[src/sv/mcvc_ram.sv]
// Generic simple dual-port RAM with registered read data.
module mcvc_ram #(
  parameter int WIDTH = 8,
  parameter int DEPTH = 16
) (
  input  logic                     clk,
  input  logic                     we,
  input  logic [$clog2(DEPTH)-1:0] waddr,
  input  logic [WIDTH-1:0]         wdata,
  input  logic [$clog2(DEPTH)-1:0] raddr,
  output logic [WIDTH-1:0]         rdata
);

  logic [WIDTH-1:0] mem [DEPTH];

  always_ff @(posedge clk) begin
    if (we) begin
      mem[waddr] <= wdata;
    end
    rdata <= mem[raddr];
  end

endmodule

[config.mk]
export PLATFORM = sky130hd
export DESIGN_NAME = mcvc_ram
export DESIGN_NICKNAME = d
export VERILOG_FILES = /design/src/sv/mcvc_ram.sv
export SDC_FILE = /design/constraint.sdc
export NUM_CORES = 1
export LEC_CHECK = 0
export BUFFER_PORTS_ARGS = -buffer_cell sky130_fd_sc_hd__buf_2
export CORE_AREA = 5 5 99 101
export DETAILED_ROUTE_END_ITERATION = 10
export DIE_AREA = 0 0 104 106
export GPL_TIMING_DRIVEN = 0
export PLACE_DENSITY = 0.84
export RECOVER_POWER = 100
export SLEW_MARGIN = 20
export SYNTH_ARGS = -nofsm -noshare
export SYNTH_HDL_FRONTEND = slang
export SYNTH_SLANG_ARGS = --single-unit
[constraint.sdc]
create_clock -name clk -period 2.2 [get_ports clk]
set_input_delay 0.11 -clock clk [delete_from_list [all_inputs] [get_ports clk]]
set_output_delay 0.11 -clock clk [all_outputs]
set_load 0.02 [all_outputs]
Word-level counts from Yosys, hierarchy flattened
Memory sizes are Yosys's and may differ from the RTL's. A register that Yosys moved wholly into a read port is not among the register bits.
Cells that the tools add are included.
Operators by class
  mux-type cells: 2
Operators by type and width (number)
  two-way mux 1 bit: 2
Storage, ports and cells
  register bits after elaboration: 0
  bits in writable memories: 128
  input port bits: 18
  output and inout port bits: 8
  word-level logic and storage cells: 3
  memories: 1
Memory list
  mem: words 16, width 8, read ports 1, clocked after memory_dff 1, wr ports 1, RTL line 14  | logic [WIDTH-1:0] mem [DEPTH];

Logic depth before layout (Yosys ltp)
  depth after elaboration: 2
  gate-level depth with buffers: 5
  mapped depth without buffers: 3

Worst setup path before layout
No wires, ideal clock.
  path kind: input -> register
  start point: input port waddr[2]
  end point: memory mem[0][0] (enable)
  setup time: 383 ps
  arrival: 1220 ps
  required time: 1817 ps
  setup slack: 597 ps
  stages on the path: 2
  buffers on the path: 0
  cells stage by stage: or3b_2 > nor3_1
RTL lines
  start, declared: RTL line 8  | input logic [$clog2(DEPTH)-1:0] waddr,
  end, declared: RTL line 14
Straight into the memory's write port.

Worst setup path in the final report
  start point: input port waddr[2]
  end point: memory mem[0][3] (enable)
Straight into the memory's write port.

==> results_dict.tcl <==
set metrics [dict create \
    fin_skew_ns 0.00568 \
    cp-start-kind "input port" \
    wl_mm 10.1 \
    synth_top_area_frac 0.747 \
    nFillCells 553 \
    max_freq_mhz 583 \
    totalPowerFinal_w 0.00600 \
    wl_per_cell_um 25.0 \
    final_common_cell "edfxtp_1" \
    cts_sinks 136 \
    leakage_nw 1.99 \
    floorplan.die.height_um 106 \
    cts_tree "built" \
    first_global_vias 2550 \
    layout_common_cells "edfxtp_1, clkbuf_1, mux4_2, a22oi_1, clkbuf_16" \
    hold_end "rdata[7]" \
    reg2reg_from "mem[0][0]" \
    status "completed" \
    maxCapViolCount 0 \
    numCtsBuffers 17 \
    cp_max_fo 8 \
    via_per_inst 6.12 \
    ctsHoldBuffers 7 \
    crit_path_start "waddr[2]" \
    ys_top_cells_by_area "edfxtp_1, mux4_2, mux4_1, dfxtp_1, a22oi_1" \
    slowest_delay_ns 1.08 \
    ys_types 19 \
    num_io_pins 26 \
    globalplace.congestion 0.736 \
    path_cells "clkbuf_1 > or3b_2 > nor3_1" \
    core_area_um2 8930 \
    fin_area_um2 6040 \
    ir_drop_uv 542 \
    crit_arrival_ns 1.83 \
    syn_nets 247 \
    timing.rr.end "rdata[0]" \
    power_density_nw_per_um2 993 \
    synthAdderAreaFrac 0 \
    diodes 0 \
    synth-simple-area-share 0.0318 \
    crit_type "in -> reg" \
    clk_pin_slew_ns 0.06 \
    post-route-period-util 0.780 \
    place_area_um2 5420 \
    ys_warn_count 0 \
    clk_latency_ns 0.51 \
    synth_seq_cells 136 \
    die_x_um 104 \
    hold_violations 0 \
    post-dp-hpwl_mm 6.02 \
    hold_depth 4 \
    drive_gt1_frac 0.226 \
    synth_xor_xnor_area_share 0 \
    setup_viol 0 \
    drv_slew 0 \
    fin_nets 297 \
    grt_pass1_wl_mm 15.2 \
    cts_resized 0 \
    post-place-ws_ns 0.425 \
    crit_family "simple AND/OR/NAND/NOR gates" \
    grt_overflow 0 \
    critPathBufInv 1 \
    worst_pin_slew_ns 1.39 \
    grt_max_degree 17 \
    synth.area.mux_share 0.150 \
    crit_required_ns 2.32 \
    portBuffers 24 \
    reg2reg_depth 3 \
    root_buffer "clkbuf_8" \
    antenna_found_initial 0 \
    start_util 0.576 \
    multi_input_area_um2 1060 \
    synth_top_cell_by_area "edfxtp_1" \
    setup_slack_ns 0.484 \
    area_growth_pct 17.4 \
    hp-class "in -> reg" \
    avgSynthCellArea_um2 22.5 \
    route.detailed.drc 0 \
    ys_seq_area_frac 0.778 \
    cts_max_path_buffers 2 \
    num_rows 35 \
    layout_min_cycle_time_ns 1.72 \
    die-area_um2 11000 \
    vias 2467 \
    dr.pass1.iters 4 \
    rsz0062_at_grt "false" \
    synthCells 229 \
    track_usage 0.195 \
    r2r_slack_ns 0.60 \
    synth-compound-area-share 0.0233 \
    slew_headroom 0.0637 \
    seq_area_um2 4000 \
    h-tree-depth 4 \
    synth_top_family_by_area "multiplexers" \
    cpMaxStageDelayCell "nor3_1" \
    end_kind "flop" \
    drt_iter0_drc 262 \
    ant_nets 0 \
    fin_setup_tns_ns 0 \
    hp-start "raddr[1]" \
    netlist_area_um2 5150 \
    postCtsSetupRepairBufs 0 \
]
-- layer usage --
layer / GRT usage / vias up / wire length, um
met1: 0.267 / 1269 / 3940
met2: 0.307 / 117 / 5170
met3: 0.0516 / 7 / 823
met4: 0.0722 / 0 / 138
met5: 0 / - / 0
li1: - / 1074 / -
-- worst max-delay path by stage --
stage	endpoint	slack, ns	cells after the start
after floorplan	mem[0][0]	0.60	2
after global placement	mem[0][4]	0.07	3
after detailed placement	mem[12][3]	0.42	3
after CTS	rdata[0]	0.59	3
after global routing	mem[0][1]	0.37	3
final	mem[0][3]	0.48	3
-- Yosys cell counts --
library cell and instances:
nor2_1 13, clkdlybuf4s25_2 3, mux4_2 18, nand3b_1 2
dfxtp_1 8, buf_6 3, buf_2 3, or3b_2 1
nand2b_1 2, and2b_1 1, nand2_1 9, a22oi_1 16
and2_1 1, buf_4 1, nor3_1 4, nor2b_1 1
nand3_1 1, edfxtp_1 128, mux4_1 14
-- area by class of cell --
type                            instances  area share
Buffer                                 10      0.0143
Sequential cell                       136       0.663
Clock buffer                           17      0.0685
Clock inverter                         15      0.0292
Timing Repair Buffer                   31      0.0275
Tap cell                              111      0.0230
Multi-Input combinational cell         83       0.175
-- tightest hold or removal path, cell delays in order --
cell	delay, ns
buf_2	0.13
mux4_2	0.21
a22oi_1	0.09
nand2_1	0.07
-- flip-flops by register name, indices dropped and copies added, names as in the netlist --
name	count
mem	128
rdata	8
-- power by group --
group          internal (W)  switching [W]  total (W)
Clock               0.00173        0.00106    0.00279
Sequential          0.00290      0.0000151    0.00291
Combinational      0.000115       0.000180   0.000296
Total               0.00474        0.00126    0.00600
-- logic make-up after synthesis --
family	count (synthesis)
flip-flops	136
buffers and inverters	10
AND/OR/NAND/NOR	35
multiplexers	32
AO/OA/AOI/OAI	16
-- stage by stage --
step / hold WS [ns] / cells / util
6_report: 0.127 / 403 / 0.676
5_1_grt: 0.134 / 403 / 0.676
4_1_cts: 0.00454 / 403 / 0.680
3_5_place_dp: 0.511 / 364 / 0.606
3_3_place_gp: 0.499 / 364 / 0.605
2_1_floorplan: 0.209 / 229 / -
(Power assumes the default switching activity.)
