<file path="src/sv/mcvc_pkg.sv">
// Shared types and constants for the most common value counter.
package mcvc_pkg;

  localparam int TABLE_DEPTH_DEF = 64;
  localparam int COUNT_WIDTH_DEF = 32;

  localparam int KEY_W      = 64;
  localparam int OUT_CNT_W  = 32;
  localparam int DISTINCT_W = 7;

  localparam int IN_TDATA_W  = 72;
  localparam int IN_TUSER_W  = 1;
  localparam int OUT_TDATA_W = 104;
  localparam int OUT_TUSER_W = 1;

  typedef struct packed {
    logic clr;
    logic eval;
    logic chk;
  } mcvc_ctl_t;

endpackage

</file>
<file path="src/sv/mcvc_unit.sv">
// Shared compare unit: entry match, saturating count update and running mode selection.
module mcvc_unit #(
  parameter int COUNT_WIDTH = mcvc_pkg::COUNT_WIDTH_DEF
) (
  input  logic                       clk,
  input  mcvc_pkg::mcvc_ctl_t        ctl,
  input  logic [mcvc_pkg::KEY_W-1:0] ent_key,
  input  logic                       ent_tag,
  input  logic [COUNT_WIDTH-1:0]     ent_total,
  input  logic [mcvc_pkg::KEY_W-1:0] item_key,
  input  logic                       item_tag,
  output logic                       match,
  output logic [COUNT_WIDTH-1:0]     tot_upd,
  output logic [mcvc_pkg::KEY_W-1:0] best_key_r,
  output logic                       best_tag_r,
  output logic [COUNT_WIDTH-1:0]     best_total_r
);

  logic is_false;
  logic take;

  always_comb begin
    match    = ctl.chk && (ent_tag == item_tag) && (ent_key == item_key);
    tot_upd  = ent_total;
    if (match && (ent_total != {COUNT_WIDTH{1'b1}})) begin
      tot_upd = ent_total + {{(COUNT_WIDTH-1){1'b0}}, 1'b1};
    end
    is_false = ent_tag && (ent_key == '0);
    take     = (tot_upd > best_total_r) || ((tot_upd == best_total_r) && is_false);
  end

  always_ff @(posedge clk) begin
    if (ctl.clr) begin
      best_key_r   <= '0;
      best_tag_r   <= 1'b0;
      best_total_r <= '0;
    end else if (ctl.eval && take) begin
      best_key_r   <= ent_key;
      best_tag_r   <= ent_tag;
      best_total_r <= tot_upd;
    end
  end

endmodule

</file>
<file path="config.mk">
export PLATFORM = sky130hd
export DESIGN_NAME = mcvc_unit
export DESIGN_NICKNAME = d
export VERILOG_FILES = /design/src/sv/mcvc_pkg.sv /design/src/sv/mcvc_unit.sv
export SDC_FILE = /design/constraint.sdc
export NUM_CORES = 1
export LEC_CHECK = 0
export ABC_AREA = 1
export BUFFER_PORTS_ARGS = -buffer_cell sky130_fd_sc_hd__buf_2
export CAP_MARGIN = 5
export CORE_MARGIN = 4
export CORE_UTILIZATION = 35
export DETAILED_ROUTE_END_ITERATION = 8
export SLEW_MARGIN = 20
export SYNTH_ARGS = -nofsm -noshare
export SYNTH_HDL_FRONTEND = slang
export SYNTH_SLANG_ARGS = --single-unit
</file>
<file path="constraint.sdc">
create_clock -name clk -period 4.24 [get_ports clk]
set_input_delay 0.848 -clock clk [delete_from_list [all_inputs] [get_ports clk]]
set_output_delay 0.848 -clock clk [all_outputs]
set_load 0.03 [all_outputs]
</file>
; ---- After elaboration in Yosys (flattened, before gate mapping)
; Cells that the tools add are included.
[classes]
n_lt_le_gt_ge = 1
n_eq_ne = 4
n_addsub = 1
muxes = 1
reduce_logical = 8
[ops]
columns = cell, count
row1 = 64-bit equality test, 1
row2 = 64-bit zero test, 1
row3 = 32-bit by 1-bit adder with 32-bit output (second input constant), 1
row4 = 32-bit equality test, 1
row5 = 32-bit > comparator, 1
row6 = 32-bit 2-to-1 mux, 1
row7 = 32-bit != test (second input constant), 1
row8 = 1-bit logical AND, 6
row9 = 1-bit equality test, 1
row10 = 1-bit logical OR, 1
[word_totals]
elab_cells = 18
in_bits = 166
regBits = 97
out_inout_bits = 130

; ---- Depth between registers and ports, before layout
; Gate-level depths: netlist of the first run.
[depth]
depth_word = 9
mapped_depth = 31
mapped_depth_nobuf = 28

; ---- Worst setup path before layout of the first run
; OpenSTA, ideal clock, no wires.
[synth_timing]
path_type = input port to flip-flop
start = input port ent_total[0]
end = register best_total_r[10]
t_required_ps = 4121
t_arrival_ps = 3886
setup_time_ps = 119
setup_slack_ps = 235
path_stages = 27
path_buffers = 4
cell_sequence = ha_1 > nand2_2 > nor2_4 > nand2_4 > nor2_8 > nand2_4 > nor2_4 > nand3_4 > nand4_4 > buf_4 > nand2_1 > nand2_1 > inv_1 > ha_1 > nand2_1 > nor2_2 > nand2_1 > nor3_2 > nand2_1 > nand2_1 > nor2_1 > nand2_1 > nor2b_1 > buf_2 > buf_4 > buf_2 > a21oi_1
[synth_via]
elab_chain_cells = 7
elab_cells_between_ends = 9
cone_classes = 1 x add/sub / 1 x order compare / 2 x eq/ne / 1 x mux / 4 x reduce/logical
[synth_lines]
columns = element, line
row1 = from (decl), mcvc_unit.sv:9  ; input logic [COUNT_WIDTH-1:0] ent_total,
row2 = "parallel branches: the longest is 2 deep, another holds 32-bit by 1-bit adder with 32-bit output", -
row3 = 32-bit 2-to-1 mux *, mcvc_unit.sv:25  ; if (match && (ent_total != {COUNT_WIDTH{1'b1}})) begin
row4 = via tot_upd[31], mcvc_unit.sv:13  ; output logic [COUNT_WIDTH-1:0] tot_upd,
row5 = "parallel branches: the longest is 2 deep, another holds 32-bit > comparator", -
row6 = 1-bit logical OR *, mcvc_unit.sv:29  ; take = (tot_upd > best_total_r) || ((tot_upd == best_total_r) && is_false);
row7 = 1-bit logical AND *, mcvc_unit.sv:37  ; end else if (ctl.eval && take) begin
row8 = to (signal assigned), mcvc_unit.sv:40  ; best_total_r <= tot_upd;
row9 = to (decl), mcvc_unit.sv:16  ; output logic [COUNT_WIDTH-1:0] best_total_r
; Mark *: on every way through the listed nets, which the timed path passes.
; A chain may end at the register's enable or synchronous reset.

; ---- Worst setup path in the final report of the first run
[layout_timing]
start = input port ent_key[54] (netlist name)
end = register best_total_r[10]
[layout_via]
elab_chain_cells = 8
elab_cells_between_ends = 11
cone_classes = 1 x order compare / 2 x eq/ne / 1 x mux / 7 x reduce/logical
[layout_lines]
columns = element, line
row1 = from (decl), mcvc_unit.sv:7  ; input logic [mcvc_pkg::KEY_W-1:0] ent_key,
row2 = "parallel branches: the longest is 8 deep, another holds 32-bit > comparator", -
; Parallel ways; which one is timed is not known.

==> impl_results.md, run 1 <==
* Clk pin slew, worst setup/hold paths at 70 ps
* Number of primary I/O pins at 296
* Crit-path max FO at 34
* Worst Tran Pin Value at 945 ps
* Skew-Pair Late Insertion Delay at 370 ps
* FFs w/ async S/R, synth at 0
* Count of input and output buffers at 295
* # fillers at 2412
* Setup Skew at 9.18 ps
* Post-synthesis mux area share at 0
* CP Data Required Time at 4540 ps
* CTS Buffer Depth at 2
* Via density at 4.76
* DP HPWL at 27800 um
* Vias in the first global route at 9431
* First-pass GRT wire length at 49900 um
* Pwr per Cell Area at 297 nW/um2
* Critical Path Start Type: input pin
* Lkg Pwr at 6.37 nW
* Kind of critical path: input pin to flip-flop
* Clock sinks at 97
* Relative slew slack at 0.370
* Post-Syn Nets at 1590
* Status: completed
* Dpl cell area at 10600 um2
* Synth Area in Adders at 0.0526
* Post-synth EDFFs at 0
* Critical R2R Capture: best_total_r[10]
* Final Cycle Share at 0.912
* Fraction of synthesized cell area in xor and xnor cells at 0.0335
* Pre-antenna DRT Iters at 5
* Post-Synth Simple-Gate Area at 0.435
* Synth Register Bits at 97
* Nets at 1989
* Pin count of the biggest net entering global routing at 59
* Row count at 54
* Final WL at 32800 um
* Die H at 158 um
* RSZ-0062 raised after global routing: false
* Hold_buf cts at 0
* Slew Viols, Final at 0
* Die area at 24900 um2
* GPL Wtd Cong at 0.960
* Worst R2R Path Depth at 16
* Crit end category: flip-flop
* Hold WC Path Type: flip-flop to flip-flop
* Mean post-synth cell area at 5.65 um2
* Yosys cell types at 37
* Total congestion overflow at 0
* Root Buffer: clkbuf_16
* Worst setup path start: ent_key[54]
* CP endpoint: best_total_r[10]
* Area occupied by multi-input gates at 4860 um2
* Starting Density at 0.358
* Avg WL per Cell at 15.8 um
* Post-DRT Antenna Nets at 0
* Ratio of cells with drive above 1 in the final layout at 0.282
* Final setup fails at 0
* Area delta synth->final at 39.7%
* Final min period at 3870 ps
* Arrival time worst endpoint at 4160 ps
* Final Hold Fails at 0
* R2r startpoint: best_total_r[7]
* Gate Count Post-Synth at 1391
* Final std cells w/o fill at 2078
* Compound-Gate Fraction of Synth Area at 0.0868
* TritonCTS buffer count at 9
* H-tree depth at 3
* Residual DRC count at 0
* Synthesis Warnings at 0
* Design Area, Final at 11000 um2
* Peak Freq at 259 MHz
* Placed Instances at 2059
* Vias at 9896
* Max_cap viols at 0
* CTS tree: done
* Mapped Area at 7860 um2
* Core Footprint at 22000 um2
* Post-CTS setup buffer count at 0
* Initial antenna violation count at 5
* Peak VDD IR at 0.192 mV
* Ys flop type: dfxtp_1
* Register Area at 1940 um2
* Tot GR Track Use at 0.256
* Number of DRC violations after detailed-routing iteration 0 at 580
* Combinational family with the most area after synthesis: simple AND/OR/NAND/NOR gates
* R2r setup slk at 1880 ps
* Die W at 158 um
* Register area share after synthesis at 0.247
## logic make-up after synthesis
kind of cell	count (synthesis)
flops	97
compound gates	132
fa+ha+maj	33
simple gates	813
buf+inv	286
xor+xnor	30
## power breakdown
group	total (mW)	internal [mW]	switching, mW
combinational	1.32	0.467	0.848
sequential	1.09	1.03	0.0640
clock	0.858	0.429	0.429
## what timing repair did
action / in CTS / in global routing
resized for setup: 0 / 16
hold endpoints to repair: 0 / 0
endpoints found under the setup margin: 0 / 97
## state kept, by name, indices dropped and copies added (netlist names)
signal / flops
best_key_r: 64
best_tag_r: 1
best_total_r: 32
## final cells by class
| cell class | instances | area share |
|---|---|---|
| multi-input combinational | 1008 | 0.443 |
| timing repair buffer | 431 | 0.237 |
| sequential | 97 | 0.177 |
| inverter | 243 | 0.0831 |
| tap | 280 | 0.0319 |
| clock buffer | 10 | 0.0218 |
| clock inverter | 6 | 0.00547 |
| antenna | 3 | 0.000684 |
## cell usage after synthesis (all sizes together), types with 5 or more instances
cell type | instances | area share
nor2 | 251 | 0.12
inv | 240 | 0.11
nand2 | 424 | 0.20
clkbuf | 16 | 0.0076
o21ai | 75 | 0.048
buf | 27 | 0.021
xnor2 | 11 | 0.012
nand3 | 43 | 0.029
a21oi | 50 | 0.032
nor3 | 18 | 0.012
or2 | 5 | 0.0040
ha | 33 | 0.053
xor2 | 19 | 0.021
nand4 | 62 | 0.051
dfxtp | 97 | 0.25
## stage by stage
step | hold slack, ps | setup TNS [ps] | power [mW] | util | worst slack, ps
floorplan | 609 | 0 | 1.88 | - | 235
global placement | 459 | -20440 | 2.40 | 0.482 | -244
detailed placement | 467 | -19590 | 2.41 | 0.482 | -245
CTS | 485 | 0 | 3.27 | 0.496 | 118
global route | 501 | 0 | 3.47 | 0.500 | 16.4
finish | 480 | 0 | 3.26 | 0.500 | 372
## metal layers
metal	track usage	vias to the layer above	routed length [um]
li1	-	5101	-
met1	0.321	4430	14300
met2	0.455	309	15600
met3	0.0440	52	1990
met4	0.0672	4	784
met5	0	-	27
## critical path: stages
cell,delay [ps]
buf_2,110
xnor2_1,240
nand2_1,80
nor2_1,140
inv_1,70
nor2_2,140
nand2_2,90
nor2_4,130
buf_6,160
buf_4,130
nand4_1,70
nand2_1,120
inv_1,70
ha_1,290
nand2_1,50
nor2_1,130
nand4_1,140
nor2_2,150
nand2_1,80
nand2_1,70
nor2_1,40
nand2_1,100
nand2_2,110
buf_12,180
buf_12,140
nand2_1,50
nand2_1,60
a21oi_2,140
## cell usage in the layout, fill, tap and decap left out, drive strengths merged, types with 19 or more instances in the layout
| master | count |
|---|---|
| nand4 | 62 |
| a21oi | 50 |
| nor2 | 251 |
| inv | 243 |
| buf | 431 |
| o21ai | 75 |
| nand3 | 43 |
| dfxtp | 97 |
| nand2 | 424 |
| xor2 | 19 |
| ha | 33 |
## how the worst min path moves through the flow
stage | end | from | depth (start not counted) | slack [ps]
after floorplan | best_key_r[3] | best_key_r[3] | 2 | 610
after global placement | best_key_r[33] | best_key_r[33] | 2 | 460
after detailed placement | best_key_r[61] | best_key_r[61] | 2 | 470
after CTS | best_key_r[61] | best_key_r[61] | 2 | 480
after global routing | best_key_r[61] | best_key_r[61] | 2 | 500
final | best_key_r[61] | best_key_r[61] | 2 | 480
No activity file was read; power rests on OpenSTA's default activity.
==> run 2, diff against run 1 <==
Settings changed: CORE_ASPECT_RATIO set to 1.4, CORE_UTILIZATION 35 to 30.
==> run 2 against run 1 <==
- clock power increased by 7.5%
- highest routed layer is now met4
- clock-buffer cell count shrank 1
- combinational power increased by 3%
- sequential power is essentially flat
- hold slack worse by 5.4 ps
- wire length grew 5.8%
- global-route usage fell by 2.5 points
- sequential cell count is the same
- largest cell class unchanged
- critical endpoint is now best_key_r[9]
==> impl_results.md, run 2 (same netlist as run 1, synthesis figures left out) <==
* Status: completed
* Worst setup path start: ent_key[56]
* Most common cell after layout, fill and taps aside: nand2_1
* Arrival time worst endpoint at 4250 ps
* Count of input and output buffers at 295
* Kind of critical path: input pin to flip-flop
* Slowest CP cell: ha_1
* Peak Freq at 253 MHz
* Row count at 69
* Crit end category: flip-flop
* Min-delay src: best_key_r[38]
* Die W at 145 um
* Final min period at 3960 ps
* Die H at 199 um
* Vias in the first global route at 9892
* WP buf/inv at 7
* Nets at 2032
* Skew-Pair Late Insertion Delay at 370 ps
* Root Buffer: clkbuf_16
* Hold WC Path Type: flip-flop to flip-flop
* TritonCTS buffer count at 9
* Avg WL per Cell at 16.1 um
* R2r setup slk at 1930 ps
* Clk pin slew, worst setup/hold paths at 70 ps
* CTS tree: done
* Number of DRC violations after detailed-routing iteration 0 at 450
* Total congestion overflow at 0
* CP Depth at 27
* Critical R2R Capture: best_key_r[9]
* # fillers at 2793
* Worst Tran Pin Value at 581 ps
* Peak VDD IR at 0.197 mV
* Hold Path End: best_key_r[38]
* Worst R2R Path Depth at 15
* Pre-antenna DRT Iters at 5
* R2r startpoint: best_total_r[7]
* Pin count of the biggest net entering global routing at 40
* GPL Wtd Cong at 0.992
* CTS Buffer Depth at 2
* Final setup fails at 0
* Hold_buf cts at 0
* DP HPWL at 29100 um
* Max Used Layer: met4
* Most frequent CP cell: nand2_1
* Starting Density at 0.307
* Lkg Pwr at 6.60 nW
* Final WL at 34700 um
* Clock sinks at 97
* Commonest non-fill, non-tap cells in the layout: nand2_1 (420), buf_2 (295), nor2_1 (239)
* Critical Path Start Type: input pin
* CP top delay family: simple AND/OR/NAND/NOR gates
* Residual DRC count at 0
* Final Cycle Share at 0.933
* First-pass GRT wire length at 51500 um
* CP Data Required Time at 4540 ps
* Core Footprint at 25600 um2
* Final Hold Fails at 0
* Setup WS pre-CTS at -506 ps
* Area delta synth->final at 45.3%
* Slew Viols, Final at 0
* Hold slack final at 475 ps
* Die area at 28900 um2
* WL met3 at 2480 um
* Crit-path max FO at 35
* Max reg flops at 64
* Worst hold path stage count at 2
* Initial antenna violation count at 2
* Ratio of cells with drive above 1 in the final layout at 0.300
* Pwr per Cell Area at 295 nW/um2
* PnR worst setup slack at 283 ps
* Post-DRT Antenna Nets at 0
* Max incr delay on CP at 270 ps
* Met1 WL at 12600 um
* Setup Skew at 15.7 ps
* H-tree depth at 3
* Number of primary I/O pins at 296
* Total power at 3.37 mW
* Relative slew slack at 0.612
* Met2 WL at 18300 um
* Tot GR Track Use at 0.232
* Vias at 10100
* Largest regs: best_key_r (64), best_total_r (32), best_tag_r (1)
* Largest Register: best_key_r
* Via density at 4.70
* Max_cap viols at 0
## run 2: changes by cell type in the layout (fill, tap and decap cells not counted), moves of 3 or more
cell / delta
buf_4: +40
o21ai_1: +10
o21ai_0: -10
buf_12: -4
buf_6: +3
## run 2: metal layers
metal | vias to the layer above | track usage
li1 | 5171 | -
met2 | 386 | 0.439
met3 | 65 | 0.0474
met4 | 0 | 0.0906
met1 | 4522 | 0.246
met5 | - | 0
## run 2: report_power, final
| part | internal (mW) | switching [mW] | total [mW] | leakage, nW |
|---|---|---|---|---|
| Combinational | 0.492 | 0.870 | 1.36 | 5.65 |
| Sequential | 1.03 | 0.0582 | 1.08 | 0.803 |
| Clock | 0.518 | 0.404 | 0.922 | 0.155 |
| Total | 2.04 | 1.33 | 3.37 | 6.60 |
## run 2: worst max path at each step
stage                       endpoint
floorplan           best_total_r[10]
global placement      best_key_r[48]
detailed placement     best_key_r[6]
CTS                    best_key_r[6]
global route          best_key_r[53]
finish                 best_key_r[9]
## run 2: tightest hold or removal path, cell delays in order, from the launching register on
cell and delay [ps]:
dfxtp_1 320, nor2_1 40, nor2_1 80
## run 2: final cells by class
| cell class | instances | area, um2 | share of cell area |
|---|---|---|---|
| Sequential cell | 97 | 1940 | 0.170 |
| Tap cell | 319 | 399 | 0.0350 |
| Clock inverter | 7 | 95.1 | 0.00833 |
| Antenna cell | 2 | 5.00 | 0.000439 |
| Inverter | 243 | 912 | 0.0799 |
| Timing Repair Buffer | 474 | 2950 | 0.259 |
| Clock buffer | 9 | 225 | 0.0197 |
| Multi-Input combinational cell | 1008 | 4880 | 0.428 |
## run 2: timing repair
action                     in CTS  in global routing
setup buffers                   0                  1
gates resized for setup         3                 34
gates cloned                    0                  1
setup endpoints to repair      97                 97
hold endpoints to repair        0                  0
pin swaps                       0                  3
## run 2: metrics by stage
stage	std cells	utilization	setup TNS (ps)	area, um2
6_report	2159	0.447	0	11400
2_1_floorplan	1391	-	0	7860
4_1_cts	2155	0.440	0	11200
5_1_grt	2159	0.447	-388	11400
3_5_place_dp	2139	0.427	-42610	10900
3_3_place_gp	2139	0.427	-44060	10900
